File: src/rtl/core/fqa_pkg.sv
// Shared types and constants of the float ring queue with drain average.
// Holds the word structs, request and status codes, and controller/datapath links.
// No dependencies.
package fqa_pkg;

  localparam int PTR_W  = 5;
  localparam int RS_W   = 6;
  localparam int WORD_W = 32;
  localparam int MW     = 57;
  localparam int BE_W   = 10;
  localparam int DQ_W   = 56;

  localparam logic [2:0] REQ_ENQ   = 3'd0;
  localparam logic [2:0] REQ_DEQ   = 3'd1;
  localparam logic [2:0] REQ_ALL   = 3'd2;
  localparam logic [2:0] REQ_PEEK  = 3'd3;
  localparam logic [2:0] REQ_DRAIN = 3'd4;

  localparam logic [1:0] ST_OK   = 2'd0;
  localparam logic [1:0] ST_DROP = 2'd1;
  localparam logic [1:0] ST_BAD  = 2'd2;

  localparam logic [WORD_W-1:0] NAN_WORD = 32'h7FC0_0000;
  localparam logic [RS_W-1:0]   RS_RESET = 6'd32;

  typedef struct packed {
    logic [2:0]        req_type;
    logic [WORD_W-1:0] value;
    logic [4:0]        amount;
    logic [4:0]        offset;
    logic              batch_first;
  } in_word_t;

  typedef struct packed {
    logic [WORD_W-1:0] value_out;
    logic [1:0]        status;
    logic              last;
    logic [4:0]        count_taken;
  } out_word_t;

  typedef struct packed {
    logic cfg_wr;
    logic enq;
    logic err_out;
    logic start_run;
    logic rd;
    logic emit;
    logic step;
    logic add_start;
    logic total_load;
    logic fin;
    logic div_start;
    logic rnd_div;
    logic avg_load;
    logic avg_out;
  } dp_cmd_t;

  typedef struct packed {
    logic out_free;
    logic req_bad;
    logic cnt_zero;
    logic remain_last;
    logic rd_nan;
    logic rnd_done;
    logic div_busy;
    logic need_div;
  } dp_stat_t;

endpackage

File: src/rtl/core/fqa_fround.sv
// Normalize and round unit: turns a wide mantissa and biased exponent into a single word.
// Shifts one bit per cycle, then rounds to nearest even. Depends on fqa_pkg.
module fqa_fround (
  input  logic                         clk,
  input  logic                         rst,
  input  logic                         start,
  input  logic                         special,
  input  logic [fqa_pkg::WORD_W-1:0]   special_word,
  input  logic                         sign,
  input  logic signed [fqa_pkg::BE_W-1:0] be,
  input  logic [fqa_pkg::MW-1:0]       mant,
  output logic                         done,
  output logic [fqa_pkg::WORD_W-1:0]   result
);
  import fqa_pkg::*;

  typedef enum logic [1:0] {R_IDLE, R_NORM, R_DEN, R_RND} rstate_t;

  localparam logic signed [BE_W-1:0] E_ONE = 1;
  localparam logic signed [BE_W-1:0] E_TOP = 255;

  rstate_t                state;
  logic [MW-1:0]          m;
  logic signed [BE_W-1:0] e;
  logic                   sg;

  logic [23:0]            kept;
  logic                   g;
  logic                   stk;
  logic                   up;
  logic [24:0]            sum25;
  logic [23:0]            mant_r;
  logic signed [BE_W-1:0] e_r;
  logic [WORD_W-1:0]      packed_w;

  always_comb begin
    kept  = m[MW-1 -: 24];
    g     = m[MW-25];
    stk   = |m[MW-26:0];
    up    = g && (stk || kept[0]);
    sum25 = {1'b0, kept} + {24'd0, up};
    if (sum25[24]) begin
      mant_r = sum25[24:1];
      e_r    = e + E_ONE;
    end else begin
      mant_r = sum25[23:0];
      e_r    = e;
    end
    if (e_r >= E_TOP) begin
      packed_w = {sg, 8'hFF, 23'd0};
    end else if (!mant_r[23]) begin
      packed_w = {sg, 8'd0, mant_r[22:0]};
    end else begin
      packed_w = {sg, e_r[7:0], mant_r[22:0]};
    end
  end

  always_ff @(posedge clk) begin
    if (rst) begin
      state <= R_IDLE;
      done  <= 1'b0;
    end else begin
      done <= 1'b0;
      case (state)
        R_IDLE: begin
          if (start) begin
            if (special) begin
              result <= special_word;
              done   <= 1'b1;
            end else begin
              m     <= mant;
              e     <= be;
              sg    <= sign;
              state <= R_NORM;
            end
          end
        end
        R_NORM: begin
          if (m == '0) begin
            result <= '0;
            done   <= 1'b1;
            state  <= R_IDLE;
          end else if (!m[MW-1]) begin
            m <= m << 1;
            e <= e - E_ONE;
          end else begin
            state <= R_DEN;
          end
        end
        R_DEN: begin
          if (e < E_ONE) begin
            m <= {1'b0, m[MW-1:2], m[1] | m[0]};
            e <= e + E_ONE;
          end else begin
            state <= R_RND;
          end
        end
        R_RND: begin
          result <= packed_w;
          done   <= 1'b1;
          state  <= R_IDLE;
        end
        default: state <= R_IDLE;
      endcase
    end
  end

endmodule

File: src/rtl/core/fqa_dpath.sv
// Datapath: slot memory, ring pointers, output register, adder front end and divider.
// Steps on commands from fqa_ctrl; uses fqa_fround and fqa_pkg.
module fqa_dpath #(
  parameter int MAX_SLOTS = 32
) (
  input  logic                     clk,
  input  logic                     rst,
  input  fqa_pkg::in_word_t        in_data,
  input  logic [fqa_pkg::RS_W-1:0] cfg_data,
  input  fqa_pkg::dp_cmd_t         cmd,
  input  logic                     out_stall,
  output logic                     out_valid,
  output fqa_pkg::out_word_t       out_data,
  output fqa_pkg::dp_stat_t        stat
);
  import fqa_pkg::*;

  localparam int CAP = (MAX_SLOTS < 32) ? MAX_SLOTS : 32;
  localparam int AW  = (MAX_SLOTS > 1) ? $clog2(MAX_SLOTS) : 1;

  function automatic logic [RS_W-1:0] eff(input logic [RS_W-1:0] r);
    logic [RS_W-1:0] v;
    v = r;
    if (v < RS_W'(2)) v = RS_W'(2);
    if (v > RS_W'(CAP)) v = RS_W'(CAP);
    return v;
  endfunction

  logic [RS_W-1:0]   ring_size;
  logic [PTR_W-1:0]  write_slot;
  logic [PTR_W-1:0]  bo;
  logic              batch_dropping;
  logic [PTR_W-1:0]  pos;
  logic [PTR_W-1:0]  remain;
  logic [PTR_W-1:0]  adv;
  logic [PTR_W-1:0]  taken;
  logic [WORD_W-1:0] mem [MAX_SLOTS];
  logic [WORD_W-1:0] rdata;
  logic [WORD_W-1:0] total;
  logic [PTR_W-1:0]  nvalid;
  logic [WORD_W-1:0] avg;
  logic [DQ_W-1:0]   dq;
  logic [PTR_W-1:0]  rem;
  logic [5:0]        dcnt;

  logic [RS_W-1:0]   s;
  logic [PTR_W-1:0]  cnt;
  logic [RS_W-1:0]   fcnt;
  logic [6:0]        sum7;
  logic [PTR_W-1:0]  idx;
  logic [RS_W-1:0]   bo_sum;
  logic [PTR_W-1:0]  bo_adv;
  logic [RS_W-1:0]   ws1;
  logic [PTR_W-1:0]  ws_next;
  logic [PTR_W-1:0]  len;
  logic              drop_first;
  logic              store;
  logic [PTR_W-1:0]  off_eff;
  logic              req_bad;

  logic              t_nan;
  logic              t_inf;
  logic              t_zero;
  logic              r_nan;
  logic              r_inf;

  logic              a_big;
  logic [WORD_W-1:0] big;
  logic [WORD_W-1:0] sml;
  logic [7:0]        eb;
  logic [7:0]        es;
  logic [7:0]        d;
  logic [26:0]       xs;
  logic [26:0]       sh;
  logic              stk;
  logic [27:0]       xa;
  logic [27:0]       bs;
  logic [27:0]       sum;
  logic              add_special;
  logic [WORD_W-1:0] add_word;

  logic [5:0]        dt;
  logic              dge;
  logic [PTR_W-1:0]  rnext;
  logic [7:0]        e_tot;

  logic              r_start;
  logic              r_special;
  logic [WORD_W-1:0] r_word;
  logic              r_sign;
  logic signed [BE_W-1:0] r_be;
  logic [MW-1:0]     r_mant;
  logic              r_done;
  logic [WORD_W-1:0] r_result;

  always_comb begin
    s = eff(ring_size);
    if (write_slot > bo) begin
      cnt = write_slot - bo - PTR_W'(1);
    end else begin
      cnt = PTR_W'(s + {1'b0, write_slot} - {1'b0, bo} - RS_W'(1));
    end
    fcnt = s - RS_W'(1) - {1'b0, cnt};

    sum7 = {2'b00, bo} + 7'd1 + {2'b00, pos};
    if (sum7 >= {1'b0, s}) begin
      idx = PTR_W'(sum7 - {1'b0, s});
    end else begin
      idx = sum7[PTR_W-1:0];
    end

    bo_sum = {1'b0, bo} + {1'b0, adv};
    if (bo_sum >= s) begin
      bo_adv = PTR_W'(bo_sum - s);
    end else begin
      bo_adv = bo_sum[PTR_W-1:0];
    end

    ws1 = {1'b0, write_slot} + RS_W'(1);
    ws_next = (ws1 == s) ? '0 : ws1[PTR_W-1:0];

    len        = (in_data.amount == '0) ? PTR_W'(1) : in_data.amount;
    drop_first = {1'b0, len} > fcnt;
    if (in_data.batch_first) begin
      store = !drop_first;
    end else begin
      store = !batch_dropping && (fcnt != '0);
    end

    off_eff = (in_data.req_type == REQ_PEEK) ? in_data.offset : '0;
    case (in_data.req_type)
      REQ_DEQ, REQ_PEEK:
        req_bad = (in_data.amount == '0) ||
                  (({1'b0, in_data.amount} + {1'b0, off_eff}) > {1'b0, cnt});
      REQ_ALL: req_bad = (cnt == '0);
      default: req_bad = 1'b0;
    endcase
  end

  always_comb begin
    t_nan  = (&total[30:23]) && (|total[22:0]);
    t_inf  = (&total[30:23]) && !(|total[22:0]);
    t_zero = (total[30:0] == '0);
    r_nan  = (&rdata[30:23]) && (|rdata[22:0]);
    r_inf  = (&rdata[30:23]) && !(|rdata[22:0]);

    add_special = t_nan || t_inf || r_inf;
    if (t_nan || (t_inf && r_inf && (total[31] != rdata[31]))) begin
      add_word = NAN_WORD;
    end else if (t_inf) begin
      add_word = total;
    end else begin
      add_word = rdata;
    end

    a_big = total[30:0] >= rdata[30:0];
    big   = a_big ? total : rdata;
    sml   = a_big ? rdata : total;
    eb    = (big[30:23] == '0) ? 8'd1 : big[30:23];
    es    = (sml[30:23] == '0) ? 8'd1 : sml[30:23];
    d     = eb - es;
    xs    = {(sml[30:23] != '0), sml[22:0], 3'b000};
    if (d >= 8'd27) begin
      sh  = '0;
      stk = |xs;
    end else begin
      sh  = xs >> d;
      stk = |(xs & ~(27'h7FF_FFFF << d));
    end
    xa = {1'b0, (big[30:23] != '0), big[22:0], 3'b000};
    bs = {1'b0, sh[26:1], sh[0] | stk};
    if (big[31] == sml[31]) begin
      sum = xa + bs;
    end else begin
      sum = xa - bs;
    end

    dt    = {rem, dq[DQ_W-1]};
    dge   = dt >= {1'b0, nvalid};
    rnext = dge ? PTR_W'(dt - {1'b0, nvalid}) : dt[PTR_W-1:0];
    e_tot = (total[30:23] == '0) ? 8'd1 : total[30:23];

    r_start = cmd.add_start || cmd.rnd_div;
    if (cmd.rnd_div) begin
      r_special = 1'b0;
      r_word    = total;
      r_sign    = total[31];
      r_be      = $signed({{(BE_W-8){1'b0}}, e_tot});
      r_mant    = {dq, (rem != '0)};
    end else begin
      r_special = add_special;
      r_word    = add_word;
      r_sign    = big[31];
      r_be      = $signed({{(BE_W-8){1'b0}}, eb}) + $signed(BE_W'(1));
      r_mant    = {sum, {(MW-28){1'b0}}};
    end
  end

  fqa_fround u_fqa_fround (
    .clk          (clk),
    .rst          (rst),
    .start        (r_start),
    .special      (r_special),
    .special_word (r_word),
    .sign         (r_sign),
    .be           (r_be),
    .mant         (r_mant),
    .done         (r_done),
    .result       (r_result)
  );

  always_ff @(posedge clk) begin
    if (cmd.enq && store) begin
      mem[AW'(write_slot)] <= in_data.value;
    end
    if (cmd.rd) begin
      rdata <= mem[AW'(idx)];
    end
  end

  always_ff @(posedge clk) begin
    if (rst) begin
      ring_size      <= RS_RESET;
      write_slot     <= '0;
      bo             <= PTR_W'(eff(RS_RESET) - RS_W'(1));
      batch_dropping <= 1'b0;
      out_valid      <= 1'b0;
      dcnt           <= '0;
    end else begin
      if (cmd.enq || cmd.err_out || cmd.emit || cmd.avg_out) begin
        out_valid <= 1'b1;
      end else if (out_valid && !out_stall) begin
        out_valid <= 1'b0;
      end
      if (cmd.cfg_wr) begin
        ring_size      <= cfg_data;
        write_slot     <= '0;
        bo             <= PTR_W'(eff(cfg_data) - RS_W'(1));
        batch_dropping <= 1'b0;
      end
      if (cmd.enq) begin
        if (in_data.batch_first) begin
          batch_dropping <= drop_first;
        end
        if (store) begin
          write_slot <= ws_next;
        end
        out_data  <= '{value_out: '0, status: store ? ST_OK : ST_DROP,
                       last: 1'b1, count_taken: '0};
      end
      if (cmd.err_out) begin
        out_data  <= '{value_out: '0, status: ST_BAD, last: 1'b1, count_taken: '0};
      end
      if (cmd.emit) begin
        out_data  <= '{value_out: rdata, status: ST_OK,
                       last: (remain == PTR_W'(1)), count_taken: taken};
        if (remain == PTR_W'(1)) begin
          bo <= bo_adv;
        end
      end
      if (cmd.avg_out) begin
        out_data  <= '{value_out: avg, status: ST_OK, last: 1'b1, count_taken: taken};
        bo        <= bo_adv;
      end
      if (cmd.div_start) begin
        dcnt <= 6'(DQ_W);
      end else if (dcnt != '0) begin
        dcnt <= dcnt - 6'd1;
      end
    end
  end

  always_ff @(posedge clk) begin
    if (cmd.start_run) begin
      pos    <= off_eff;
      remain <= (in_data.req_type == REQ_DEQ || in_data.req_type == REQ_PEEK) ?
                in_data.amount : cnt;
      if (in_data.req_type == REQ_DEQ) begin
        adv <= in_data.amount;
      end else if (in_data.req_type == REQ_PEEK) begin
        adv <= '0;
      end else begin
        adv <= cnt;
      end
      taken  <= (in_data.req_type == REQ_ALL || in_data.req_type == REQ_DRAIN) ? cnt : '0;
      total  <= '0;
      nvalid <= '0;
    end
    if (cmd.emit || cmd.step) begin
      pos    <= pos + PTR_W'(1);
      remain <= remain - PTR_W'(1);
    end
    if (cmd.total_load) begin
      total  <= r_result;
      nvalid <= nvalid + PTR_W'(1);
    end
    if (cmd.fin) begin
      avg <= (t_nan || t_zero || nvalid == '0) ? NAN_WORD : total;
    end
    if (cmd.avg_load) begin
      avg <= r_result;
    end
    if (cmd.div_start) begin
      dq  <= {(total[30:23] != '0), total[22:0], 32'd0};
      rem <= '0;
    end else if (dcnt != '0) begin
      dq  <= {dq[DQ_W-2:0], dge};
      rem <= rnext;
    end
  end

  assign stat = '{
    out_free:    !out_valid || !out_stall,
    req_bad:     req_bad,
    cnt_zero:    (cnt == '0),
    remain_last: (remain == PTR_W'(1)),
    rd_nan:      r_nan,
    rnd_done:    r_done,
    div_busy:    (dcnt != '0),
    need_div:    !(t_nan || t_inf || t_zero || nvalid == '0)
  };

endmodule

File: src/rtl/core/fqa_ctrl.sv
// Controller: sequences requests over the datapath by command and status.
// Owns the input stall and configuration ready. Depends on fqa_pkg.
module fqa_ctrl (
  input  logic              clk,
  input  logic              rst,
  input  logic              in_valid,
  input  logic [2:0]        req_type,
  input  logic              cfg_valid,
  input  fqa_pkg::dp_stat_t stat,
  output logic              in_stall,
  output logic              cfg_ready,
  output fqa_pkg::dp_cmd_t  cmd
);
  import fqa_pkg::*;

  typedef enum logic [3:0] {
    S_IDLE, S_RD, S_EMIT, S_DRD, S_DCHK, S_DADD, S_FIN, S_DIV, S_DRND, S_DOUT
  } state_t;

  state_t state;
  state_t state_next;
  logic   accept;

  assign in_stall  = (state != S_IDLE) || !stat.out_free || cfg_valid;
  assign cfg_ready = (state == S_IDLE);
  assign accept    = in_valid && !in_stall;

  always_comb begin
    cmd        = '0;
    state_next = state;
    cmd.cfg_wr = cfg_valid && cfg_ready;
    case (state)
      S_IDLE: begin
        if (accept) begin
          case (req_type)
            REQ_ENQ: cmd.enq = 1'b1;
            REQ_DEQ, REQ_ALL, REQ_PEEK: begin
              if (stat.req_bad) begin
                cmd.err_out = 1'b1;
              end else begin
                cmd.start_run = 1'b1;
                state_next    = S_RD;
              end
            end
            REQ_DRAIN: begin
              cmd.start_run = 1'b1;
              state_next    = stat.cnt_zero ? S_FIN : S_DRD;
            end
            default: ;
          endcase
        end
      end
      S_RD: begin
        cmd.rd     = 1'b1;
        state_next = S_EMIT;
      end
      S_EMIT: begin
        if (stat.out_free) begin
          cmd.emit   = 1'b1;
          state_next = stat.remain_last ? S_IDLE : S_RD;
        end
      end
      S_DRD: begin
        cmd.rd     = 1'b1;
        state_next = S_DCHK;
      end
      S_DCHK: begin
        if (stat.rd_nan) begin
          cmd.step   = 1'b1;
          state_next = stat.remain_last ? S_FIN : S_DRD;
        end else begin
          cmd.add_start = 1'b1;
          state_next    = S_DADD;
        end
      end
      S_DADD: begin
        if (stat.rnd_done) begin
          cmd.total_load = 1'b1;
          cmd.step       = 1'b1;
          state_next     = stat.remain_last ? S_FIN : S_DRD;
        end
      end
      S_FIN: begin
        cmd.fin = 1'b1;
        if (stat.need_div) begin
          cmd.div_start = 1'b1;
          state_next    = S_DIV;
        end else begin
          state_next = S_DOUT;
        end
      end
      S_DIV: begin
        if (!stat.div_busy) begin
          cmd.rnd_div = 1'b1;
          state_next  = S_DRND;
        end
      end
      S_DRND: begin
        if (stat.rnd_done) begin
          cmd.avg_load = 1'b1;
          state_next   = S_DOUT;
        end
      end
      S_DOUT: begin
        if (stat.out_free) begin
          cmd.avg_out = 1'b1;
          state_next  = S_IDLE;
        end
      end
      default: state_next = S_IDLE;
    endcase
  end

  always_ff @(posedge clk) begin
    if (rst) begin
      state <= S_IDLE;
    end else begin
      state <= state_next;
    end
  end

endmodule

File: src/rtl/core/float_ring_queue_with_drain_average.sv
// Top level of the float ring queue with drain average.
// Joins fqa_ctrl and fqa_dpath; depends on fqa_pkg.
//
// Input words (valid/stall) carry one request: enqueue, dequeue count, dequeue all,
// peek or drain average. Result words leave on the output channel (valid/stall),
// the final word of a request marked by last. The configuration channel
// (valid/ready) writes ring_size and empties the queue; it is ready when no
// request is in progress.
// Enqueue: one word per cycle while the output is free, result in the output register
// the next cycle. Dequeue and peek: per result word a slot memory read, then the
// output register. Drain: stored entries are read, NaN entries skipped and the rest
// summed through the normalize/round unit; if the sum is finite and nonzero, a
// bit-serial divide by the number summed and a rounding pass form the single result word.
// A new request is taken only once the previous one has finished and the output
// register is empty or being taken. A stalled result holds its word.
// Reset empties the queue, sets ring_size to 32 and clears the output; the slot
// memory needs no clearing pass, only stored entries are ever read.
module float_ring_queue_with_drain_average #(
  parameter int MAX_SLOTS = 32
) (
  input  logic                     clk,
  input  logic                     rst,
  input  logic                     in_valid,
  output logic                     in_stall,
  input  fqa_pkg::in_word_t        in_data,
  output logic                     out_valid,
  input  logic                     out_stall,
  output fqa_pkg::out_word_t       out_data,
  input  logic                     cfg_valid,
  output logic                     cfg_ready,
  input  logic [fqa_pkg::RS_W-1:0] cfg_data
);
  import fqa_pkg::*;

  dp_cmd_t  cmd;
  dp_stat_t stat;

  fqa_ctrl u_fqa_ctrl (
    .clk       (clk),
    .rst       (rst),
    .in_valid  (in_valid),
    .req_type  (in_data.req_type),
    .cfg_valid (cfg_valid),
    .stat      (stat),
    .in_stall  (in_stall),
    .cfg_ready (cfg_ready),
    .cmd       (cmd)
  );

  fqa_dpath #(
    .MAX_SLOTS (MAX_SLOTS)
  ) u_fqa_dpath (
    .clk       (clk),
    .rst       (rst),
    .in_data   (in_data),
    .cfg_data  (cfg_data),
    .cmd       (cmd),
    .out_stall (out_stall),
    .out_valid (out_valid),
    .out_data  (out_data),
    .stat      (stat)
  );

endmodule

File: config.mk
export PLATFORM = sky130hd
export DESIGN_NAME = float_ring_queue_with_drain_average
export DESIGN_NICKNAME = d
export VERILOG_FILES = /design/src/rtl/core/fqa_pkg.sv /design/src/rtl/core/fqa_fround.sv /design/src/rtl/core/fqa_dpath.sv /design/src/rtl/core/fqa_ctrl.sv /design/src/rtl/core/float_ring_queue_with_drain_average.sv
export SDC_FILE = /design/constraint.sdc
export NUM_CORES = 2
export LEC_CHECK = 0
export BUFFER_PORTS_ARGS = -buffer_cell sky130_fd_sc_hd__buf_2
export CAP_MARGIN = 25
export CORE_ASPECT_RATIO = 0.75
export CORE_MARGIN = 2
export CORE_UTILIZATION = 35
export CTS_BUF_LIST = sky130_fd_sc_hd__clkbuf_4 sky130_fd_sc_hd__clkbuf_8
export CTS_CLUSTER_SIZE = 25
export DETAILED_ROUTE_END_ITERATION = 10
export PLACE_DENSITY_LB_ADDON = 0.1
export SETUP_SLACK_MARGIN = 0.02
export SLEW_MARGIN = 20
export SYNTH_ARGS = -nofsm -noshare
export SYNTH_HDL_FRONTEND = slang
export SYNTH_SLANG_ARGS = --single-unit
File: constraint.sdc
create_clock -name clk -period 9.5 [get_ports clk]
set_input_delay 0.475 -clock clk [delete_from_list [all_inputs] [get_ports clk]]
set_output_delay 0.475 -clock clk [all_outputs]
set_load 0.005 [all_outputs]
==> metrics.md <==
| Metric | Value |
|---|---|
| Largest net degree at the start of global routing | `118` |
| LEAKAGE | `27.4 nW` |
| Hold_ws | `0.0882 ns` |
| Max cap viols | `0` |
| Reg2reg setup slack | `0.42 ns` |
| Register area share after synthesis | `62.0%` |
| Unrepaired setup endpoints after global routing | `true` |
| Clock skew | `0.0829 ns` |
| DR vias | `44600` |
| Final GP Congestion | `0.950` |
| Crit end category | `flip-flop` |
| Syn nets | `4941` |
| Top FF cell, synth | `edfxtp_1` |
| Cells on worst reg2reg path | `40` |
| Count of cell types in the netlist | `101` |
| Pwr/cell area | `413 mW/mm2` |
| Initial core utilization | `35.2%` |
| Filler cells | `17300` |
| PortBufs | `99` |
| Flop and latch count out of synthesis | `1377` |
| Post-synthesis average cell area | `13.9 um2` |
| Num CTS Buffers | `219` |
| CTS tree | `yes` |
| Worst slew pin tran | `1.12 ns` |
| CP endpoint | `u_fqa_dpath.u_fqa_fround.m[54]$_DFFE_PP_` |
| CP Class | `flip-flop to flip-flop` |
| Setup Viol. Count Final | `0` |
| Vias in the first global route | `43400` |
| Count leader, synth | `edfxtp_1` |
| Rows | `137` |
| Clk sinks | `1377` |
| CP Launch Point | `u_fqa_dpath.total[13]$_SDFFCE_PN0P_` |
| Hold WC Path Type | `input pin to flip-flop` |
| Max Clk Rate | `0.110 GHz` |
| Ys async rst share | `0%` |
| Area leader, netlist | `edfxtp_1` |
| Initial DRC Count | `5228` |
| Startpoint types | `flip-flop` |
| Worst vdd ir | `0.479 mV` |
| Top cells by area, synth | `edfxtp_1 (60%), mux4_2 (9.4%), ha_1 (3.1%)` |
| Die X | `504 um` |
| Worst path arrival time | `9.92 ns` |
| CTS H-tree lvls | `4` |
| Area grow syn2layout | `18.0%` |
| Layout cells sized above 1 | `25.4%` |
| DIE HEIGHT | `379 um` |
| CORE AREA | `0.186 mm2` |
| Fin. max-slew vios | `0` |
| Antenna-violating nets left | `0` |
| Critical path peak fanout | `7` |
| Req. time, crit path | `10.34 ns` |
| Minimum clock period | `9.08 ns` |
| Outcome | `finished clean` |
| Drt drc | `0` |
| Max clock buf depth | `3` |
| Yosys top cell area share | `59.9%` |
| Yosys Warn Count | `0` |
| Routed WL | `228 mm` |
| Slowest CP cell | `a2111o_1` |
| EDFF count, synth | `1309` |
| Initial antenna violation count | `13` |
| Clk_lat worst skew | `0.98 ns` |
| Post-Synthesis Cells | `4704` |
| Total GRT Usage | `23.5%` |
| Hpwl dp | `154 mm` |
| Gr ovfl total | `0` |
| Final nets | `5463` |
| IO Pins | `100` |
| First-pass GRT wire length | `325 mm` |
| Final Cycle Share | `95.5%` |
| Clock root buffer | `clkbuf_8` |
| Clock-pin slew on the worst setup and hold paths | `0.08 ns` |
| R2r endpoint | `u_fqa_dpath.u_fqa_fround.m[54]$_DFFE_PP_` |
| DR pass1 iterations | `9` |
| Worst relative slew slack | `25.6%` |
| CP peak stage delay | `0.59 ns` |
| Die ar. | `0.191 mm2` |
| RR Startpoint | `u_fqa_dpath.total[13]$_SDFFCE_PN0P_` |
| Post-Syn Area | `0.0656 mm2` |
| WL/cell | `28.8 um` |
| Hold Fails Final Rpt | `0` |
| Avg Vias per Cell | `5.63` |
| Core Util, Final | `41.6%` |
| Synth cell count leaders | `edfxtp_1 (1309), nand2_1 (372), a21oi_1 (290), nor2_1 (288), mux4_2 (275)` |
## report_power, final
| part | switching [W] | leakage, nW | internal (W) |
|---|---|---|---|
| Clock | 0.00255 | 2.36 | 0.00274 |
| Combinational | 0.0112 | 12.6 | 0.00791 |
| Sequential | 0.000311 | 12.4 | 0.00733 |
| Total | 0.0140 | 27.4 | 0.0180 |
## final cells by class
cell class	count	area, um2	share of cell area [%]
clock inverters	115	938	1.21
clock buffers	288	3540	4.57
flip-flops and latches	1377	40700	52.5
repair buffers	583	4550	5.88
multi-input cells	2862	23900	30.9
diodes	9	22.5	0.0291
well taps	2502	3130	4.04
inverters	183	687	0.887
## kinds of logic after synthesis
kind of cell               Yosys count  synth area share (%)
DFF                               1377                  62.0
AOI/OAI and AO/OA                 1000                  9.90
and+or+nand+nor                   1114                  7.97
buffers and inverters              466                  2.70
adders and majority gates          180                  3.60
muxes                              457                  12.4
xor gates and xnor gates           110                  1.48
## critical path, delay by kind of cell, from the launching register on
family                   cells  cell delay (ns)
multiplexers                 2             0.99
buffers and inverters        7             0.89
AO/OA/AOI/OAI               17             2.90
AND/OR/NAND/NOR              9             2.12
adder cells (fa/ha/maj)      5             1.60
flip-flops                   1             0.44
## registers in the layout (all words and copies together) (netlist names), 6 cells and up, named ones only
register	count
u_fqa_dpath.dcnt	6
u_fqa_dpath.ring_size	6
u_fqa_dpath.u_fqa_fround.m	57
u_fqa_dpath.dq	56
u_fqa_dpath.rdata	32
u_fqa_dpath.avg	32
u_fqa_dpath.mem	1024
u_fqa_dpath.total	32
u_fqa_dpath.out_data	40
u_fqa_dpath.u_fqa_fround.e	10
u_fqa_dpath.u_fqa_fround.result	32
## repair_timing
action                                 CTS  global route
gates cloned                             0             1
endpoints found under the hold margin  950             0
pin swaps                                2            16
gates resized for setup                  6            48
buffers inserted                         1             6
setup endpoints to repair                7            16
hold buffers                            50             0
## per-stage QoR
stage	instance area [um2]	setup TNS (ns)	worst slack, ns	total power (W)	std cells
global placement	72000	-0.983	-0.321	0.0265	7442
finish	77400	0	0.423	0.0320	7919
floorplan	65600	0	0.0587	0.0183	4704
global route	77400	0	0.000903	0.0337	7912
detailed placement	72100	-1.50	-0.433	0.0265	7445
CTS	77100	0	0.0274	0.0319	7899
## how the worst min path moves through the flow
stage	depth (start not counted)	slack [ns]	start	to
2_1_floorplan	2	0.43	u_fqa_dpath.ring_size[0]$_SDFFE_PP0P_	u_fqa_dpath.ring_size[0]$_SDFFE_PP0P_
4_1_cts	1	0.006	in_data[18]	u_fqa_dpath.mem[19][7]$_DFFE_PP_
3_5_place_dp	2	0.46	u_fqa_dpath.dq[7]$_SDFFE_PP0N_	u_fqa_dpath.dq[7]$_SDFFE_PP0N_
5_1_grt	1	0.04	in_data[18]	u_fqa_dpath.mem[15][7]$_DFFE_PP_
6_report	1	0.09	in_data[18]	u_fqa_dpath.mem[15][7]$_DFFE_PP_
3_3_place_gp	2	0.45	u_fqa_dpath.ring_size[0]$_SDFFE_PP0P_	u_fqa_dpath.ring_size[0]$_SDFFE_PP0P_
## placed cells by master, fill, tap and decap left out, types with 68 or more instances in the layout
master,n
nand2_1,371
nand3_1,107
a21oi_1,275
edfxtp_1,1309
ha_1,162
o21ai_0,248
nor2_1,250
buf_2,99
mux2_2,71
mux4_2,275
clkbuf_4,68
dfxtp_1,68
mux2i_1,108
clkbuf_8,220
buf_4,410
inv_1,182
## per-layer routing
layer / routed length (um) / GRT usage [%] / share of wire, % / up-vias
met4: 4040 / 4.71 / 1.8 / 6
met5: 37 / 0 / 0.016 / -
met1: 112000 / 37.0 / 49 / 23100
met2: 93000 / 32.6 / 41 / 1813
li1: - / - / - / 19400
met3: 19100 / 5.25 / 8.4 / 292
Note: power is estimated with default switching activity, not from simulation.
